===== src/rtl/core/lkhc_pkg.sv =====
// Shared types, constants and helpers for the keyed handle cache.
package lkhc_pkg;

   localparam int CAPACITY = 64;
   localparam int SLOT_W   = $clog2(CAPACITY);
   localparam int COUNT_W  = $clog2(CAPACITY + 1);
   localparam int KEY_W    = 64;
   localparam int HANDLE_W = 32;
   localparam int CMD_W    = 2;
   localparam int LIMIT_W  = 7;
   localparam int EVICT_W  = 7;

   localparam logic [LIMIT_W-1:0] LIMIT_RESET = LIMIT_W'(64);

   typedef enum logic [CMD_W-1:0] {
      CMD_LOOKUP = 2'd0,
      CMD_INSERT = 2'd1,
      CMD_CLEAR  = 2'd2,
      CMD_NONE   = 2'd3
   } cmd_type;

   typedef enum logic [2:0] {
      ST_IDLE,
      ST_COMPARE,
      ST_RESOLVE,
      ST_TOUCH,
      ST_EVICT,
      ST_INSERT,
      ST_CLEAR,
      ST_RESULT
   } state_type;

   typedef struct packed {
      logic load;
      logic resolve;
      logic touch;
      logic evict;
      logic insert;
      logic clear;
      logic rsp_load;
   } dp_cmd_type;

   typedef struct packed {
      cmd_type cmd;
      logic    present;
      logic    any_match;
      logic    need_evict;
   } dp_status_type;

   function automatic logic [SLOT_W-1:0] first_set(input logic [CAPACITY-1:0] vec);
      logic [SLOT_W-1:0] idx;
      idx = '0;
      for (int i = CAPACITY - 1; i >= 0; i--) begin
         if (vec[i]) begin
            idx = SLOT_W'(i);
         end
      end
      return idx;
   endfunction

endpackage


===== src/rtl/core/lkhc_ctrl.sv =====
// Sequencing state machine for the keyed handle cache.
module lkhc_ctrl import lkhc_pkg::*; (
   input  logic          clock,
   input  logic          reset,
   input  logic          req_valid,
   output logic          req_ready,
   output logic          rsp_valid,
   input  logic          rsp_ready,
   input  dp_status_type status,
   output dp_cmd_type    cmd
);

   state_type state_ff, state_in;
   logic      rsp_valid_ff, rsp_valid_in;
   logic      rsp_free;

   assign rsp_free = !rsp_valid_ff || rsp_ready;

   always_comb begin
      state_in = state_ff;
      unique case (state_ff)
         ST_IDLE: begin
            if (req_valid) begin
               state_in = ST_COMPARE;
            end
         end
         ST_COMPARE: state_in = ST_RESOLVE;
         ST_RESOLVE: begin
            unique case (status.cmd)
               CMD_LOOKUP: state_in = status.any_match ? ST_TOUCH : ST_RESULT;
               CMD_INSERT: begin
                  if (!status.present) begin
                     state_in = ST_RESULT;
                  end else begin
                     state_in = status.any_match ? ST_TOUCH : ST_EVICT;
                  end
               end
               CMD_CLEAR: state_in = ST_CLEAR;
               CMD_NONE:  state_in = ST_RESULT;
               default:   state_in = ST_RESULT;
            endcase
         end
         ST_TOUCH: state_in = ST_RESULT;
         ST_EVICT: begin
            if (!status.need_evict) begin
               state_in = ST_INSERT;
            end
         end
         ST_INSERT: state_in = ST_RESULT;
         ST_CLEAR:  state_in = ST_RESULT;
         ST_RESULT: begin
            if (rsp_free) begin
               state_in = ST_IDLE;
            end
         end
         default: state_in = ST_IDLE;
      endcase
   end

   always_comb begin
      cmd          = '0;
      req_ready    = 1'b0;
      unique case (state_ff)
         ST_IDLE: begin
            req_ready = 1'b1;
            cmd.load  = req_valid;
         end
         ST_RESOLVE: cmd.resolve = 1'b1;
         ST_TOUCH:  cmd.touch    = 1'b1;
         ST_EVICT:  cmd.evict    = status.need_evict;
         ST_INSERT: cmd.insert   = 1'b1;
         ST_CLEAR:  cmd.clear    = 1'b1;
         ST_RESULT: cmd.rsp_load = rsp_free;
         default: begin
            cmd = '0;
         end
      endcase
   end

   always_comb begin
      rsp_valid_in = rsp_valid_ff;
      if (cmd.rsp_load) begin
         rsp_valid_in = 1'b1;
      end else if (rsp_ready) begin
         rsp_valid_in = 1'b0;
      end
   end

   always_ff @(posedge clock) begin
      if (reset) begin
         state_ff     <= ST_IDLE;
         rsp_valid_ff <= 1'b0;
      end else begin
         state_ff     <= state_in;
         rsp_valid_ff <= rsp_valid_in;
      end
   end

   assign rsp_valid = rsp_valid_ff;

   a_ready_idle: assert property (@(posedge clock) disable iff (reset)
      req_ready |-> state_ff == ST_IDLE)
      else $error("ready outside idle");

   a_no_overwrite: assert property (@(posedge clock) disable iff (reset)
      cmd.rsp_load |-> !(rsp_valid_ff && !rsp_ready))
      else $error("result overwritten");

   a_rsp_hold: assert property (@(posedge clock) disable iff (reset)
      rsp_valid_ff && !rsp_ready |=> rsp_valid_ff)
      else $error("result dropped while stalled");

endmodule


===== config.mk =====
export PLATFORM = sky130hd
export DESIGN_NAME = lkhc_ctrl
export DESIGN_NICKNAME = d
export VERILOG_FILES = /design/src/rtl/core/lkhc_pkg.sv /design/src/rtl/core/lkhc_ctrl.sv
export SDC_FILE = /design/constraint.sdc
export NUM_CORES = 1
export LEC_CHECK = 0
export BUFFER_PORTS_ARGS = -buffer_cell sky130_fd_sc_hd__buf_2
export CORE_AREA = 2 2 39 41
export DETAILED_ROUTE_END_ITERATION = 10
export DIE_AREA = 0 0 41 43
export SYNTH_ARGS = -nofsm -noshare
export SYNTH_HDL_FRONTEND = slang
export SYNTH_SLANG_ARGS = --single-unit
export TNS_END_PERCENT = 30

===== constraint.sdc =====
create_clock -name clock -period 2.37 [get_ports clock]
set_input_delay 0.3555 -clock clock [delete_from_list [all_inputs] [get_ports clock]]
set_output_delay 0.3555 -clock clock [all_outputs]
set_load 0.02 [all_outputs]

* After elaboration in Yosys (flattened, before gate mapping)
Index checks and enable logic that the tools add are counted.
Word-level totals: memories 0, bits in read-only memories 0, bits in writable memories 0, register bits after elaboration 4, latch bits 0, output and inout port bits 9
Cells by class: order comparisons 0, multipliers 0, equality and inequality tests 13, $add $sub $neg 0, shift-type cells 0, reduce and logical (&&, ||, !) cells 7, bitwise gates (word level) 0, divide/modulo/power cells 0, mux-type cells 18
Operator list (number):
- $mux W3 | 6
- $pmux W3 S6 | 1
- $eq A3 B3 Y1 const B | 4
- $pmux W3 S4 | 1
- $mux W1 | 10
- $eq A3 B2 Y1 const B | 2
- $ne A2 B2 Y1 const B | 3
- $eq A2 B2 Y1 const B | 2
- $eq A3 B1 Y1 const B | 1
- $logic_not A3 Y1 | 1
- $reduce_and A3 Y1 | 1
- $reduce_or A3 Y1 | 1
- $eq A2 B1 Y1 const B | 1
- $logic_not A2 Y1 | 1
- $reduce_bool A2 Y1 | 1
- $logic_not A1 Y1 | 1
- $logic_or A1 B1 Y1 | 1

* Depth between registers and ports, before layout
depth after elaboration 4, gate-level depth with buffers 4

* Worst setup path before layout
OpenSTA, ideal clock, no wires.
kind flip-flop to output port, from reg state_ff[0], to out cmd[6] (netlist bit), arrival time 1.303 ns, data required time 2.014 ns, path buffers 1, cell stages (with the launch flop) 4, path slack 0.712 ns, cells stage by stage dfxtp_1 > buf_4 > nor3_1 > and2_1
RTL lines:
- start: declaration | line lkhc_ctrl.sv:13 | state_type state_ff, state_in;
- start signal: assignment | line lkhc_ctrl.sv:94 | state_ff <= state_in;
- end: declaration | line lkhc_ctrl.sv:10 | output dp_cmd_type cmd

==> flow_metrics.py <==
metrics = {
    "grt": {
        "vias_in_the_first_global_route": 317,
        "grt_start_max_net_pins": 15,
        "grt_use_total": 0.104,
        "grt_pass1_wl_um": 1190,
        "grt_overflow_total": 0,
        "antenna_violations_before_repair": 0,
    },
    "route": {
        "detail_routed_via_count_per_cell": 4.56,
        "drtAntennaViolNets": 0,
        "drt_pre_antenna_iters": 4,
        "dr.first_iter.drc_count": 2,
        "drc_errors": 0,
        "detail_route.wirelength_um": 739,
        "average_wire_per_standard_cell_um": 10.1,
        "num_vias": 333,
    },
    "run_status": {
        "run_status": "finished clean",
    },
    "clock_network": {
        "cts_post_setup_buffers_inserted": 0,
        "cts-resized-gates": 0,
        "cts_max_path_buffers": 2,
        "clkTransAtPathRegs_ps": 30,
        "numCtsBuffers": 3,
        "clk_root_buffer_cell": "clkbuf_4",
        "postCtsHoldBufs": 0,
        "cts_htree_levels": 1,
        "tritoncts": "yes",
        "clock-sinks": 4,
        "insertion_delay_ps": 230,
    },
    "synth": {
        "ys_seq_elements": 4,
        "synthCells": 41,
        "synth_sequential_area_ratio": 0.249,
        "syn-mean-instance-area_um2": 7.84,
        "post_synth_instance_area_um2": 322,
        "synth.net_count": 50,
        "post_synth_num_cell_types": 25,
        "yosys_warnings": 0,
    },
    "worst_setup_path": {
        "worstSetupEndpointType": "output pin",
        "path_max_fanout": 11,
        "timing.critical_path.required_ps": 2010,
        "critical_path.max_stage_delay_ps": 490,
        "startpoint_type": "flop",
        "worstPathCellList": "or2b_1, nor2_1, buf_2",
        "worst_path_slowest_cell": "dfxtp_1",
        "worstPathArrival_ps": 1280,
        "r2r_start": "state_ff[2]",
        "critical_path_class": "flop to output pin",
        "worst_setup_path_startpoint": "state_ff[1]",
    },
    "floorplan": {
        "die_h_um": 43,
        "ios": 18,
        "coreArea_um2": 1380,
        "floorplan.die_area_um2": 1760,
        "floorplan.initialDensity": 0.232,
        "placement_rows": 14,
        "die_width_um": 41,
    },
    "pwr": {
        "power_uw": 281,
        "power.density_cell_area_nw_per_um2": 673,
        "vdd_drop_max_uv": 315,
        "power.static_leakage_uw": 0.000200,
    },
    "sta": {
        "rsz0062_at_grt": "no",
        "setup_violations": 0,
        "finalHoldViolations": 0,
        "final.setup.tns_ps": 0,
        "clock_skew_after_layout_ps": 0.395,
        "max_slew.worst_pin.slew_ps": 404,
        "timing.final.crit_share": 0.688,
        "report.final.slew_viol_count": 0,
        "maxClockFrequency_mhz": 613,
        "period_needed_ps": 1630,
        "relSlewSlack": 0.730,
    },
    "finish": {
        "layout_common_cells": "buf_2, nor2_1, dfxtp_1",
        "synth_to_layout_area_growth_pct": 30.0,
        "drive_above_1_share": 0.474,
        "antenna_cells_inserted": 0,
        "most_common_cell_after_layout_fill_and_taps_aside": "buf_2",
        "number_of_nets_at_the_end_of_the_flow": 68,
    },
    "flow_run": {
        "maxCapViolations": 0,
    },
    "min_path": {
        "timing.hold.worst.start": "reset",
        "hold_class": "input pin to flop",
    },
    "placed_design": {
        "gp_routability_congestion": 0.708,
        "io_buffers": 17,
        "hpwl_um": 588,
    },
}
==> flip-flops by register name, summed over array words and instances (netlist names) <==
| name | cells |
|---|---|
| rsp_valid | 1 |
| state_ff | 3 |
==> cells in the mapped netlist <==
master / number / area share
a2111oi_2: 1 / 0.047
a211oi_1: 2 / 0.047
a211oi_2: 1 / 0.039
a21oi_1: 1 / 0.016
a311o_1: 1 / 0.031
and2_1: 1 / 0.019
and2b_4: 1 / 0.031
and3_2: 2 / 0.047
buf_2: 1 / 0.016
buf_4: 2 / 0.047
buf_6: 1 / 0.035
dfxtp_1: 4 / 0.25
inv_1: 2 / 0.023
nand2_1: 3 / 0.035
nand2b_1: 2 / 0.039
nand3_1: 1 / 0.016
nand4bb_1: 1 / 0.035
nor2_1: 5 / 0.058
nor2b_1: 1 / 0.019
nor3_1: 2 / 0.031
o21ai_0: 2 / 0.031
o21ai_2: 1 / 0.027
or2_1: 1 / 0.019
or2_2: 1 / 0.019
or2b_1: 1 / 0.023
==> cells by family (layout without fill, tap and decap cells) <==
| group | after synthesis | in the layout | share of synthesized area |
|---|---|---|---|
| DFF | 4 | 4 | 0.249 |
| and+or+nand+nor | 22 | 22 | 0.393 |
| buffers and inverters | 6 | 22 | 0.121 |
| AOI/OAI and AO/OA | 9 | 9 | 0.237 |
==> area by class of cell <==
type / count / area [um2]
tap: 16 / 20.0
fill: 171 / 966
sequential: 4 / 80.1
multi-input combinational: 31 / 203
clock buffer: 3 / 22.5
timing repair buffer: 17 / 85.1
inverter: 2 / 7.51
==> report_power, final <==
part | leakage [uW] | switching [uW] | total [uW] | internal, uW
Combinational | 0.000153 | 53.5 | 97.5 | 43.9
Sequential | 0.0000329 | 25.3 | 103 | 77.3
Clock | 0.0000138 | 24.6 | 81.1 | 56.4
==> layer usage <==
layer | vias up | wire length [um] | part of all wire | GRT usage
li1 | 172 | - | - | -
met1 | 151 | 311 | 0.42 | 0.109
met2 | 10 | 357 | 0.48 | 0.153
met3 | 0 | 70 | 0.095 | 0.0785
met4 | 0 | 0 | 0 | 0.0400
met5 | - | 0 | 0 | 0
==> through the flow <==
stage | utilization | hold WS (ps) | cells | setup WS [ps] | instance area [um2]
detailed placement | 0.286 | 590 | 70 | 977 | 395
floorplan | - | 424 | 41 | 712 | 322
global route | 0.302 | 352 | 73 | 668 | 418
global placement | 0.286 | 589 | 70 | 982 | 395
finish | 0.302 | 350 | 73 | 739 | 418
CTS | 0.302 | 344 | 73 | 726 | 418
==> critical path, delay by kind of cell, from the launching register on <==
kind,cells,cell delay [ps]
DFF,1,490
buffers and inverters,1,170
and+or+nand+nor,2,380
==> worst paths after layout <==
| kind | cells after the start | slack (ps) | to |
|---|---|---|---|
| max | 3 | 740 | cmd[5] |
| min | 2 | 350 | state_ff[0] |
| max reg2reg | 3 | 1130 | state_ff[0] |
| min reg2reg | 2 | 620 | state_ff[1] |
No activity file was read; power rests on OpenSTA's default activity.
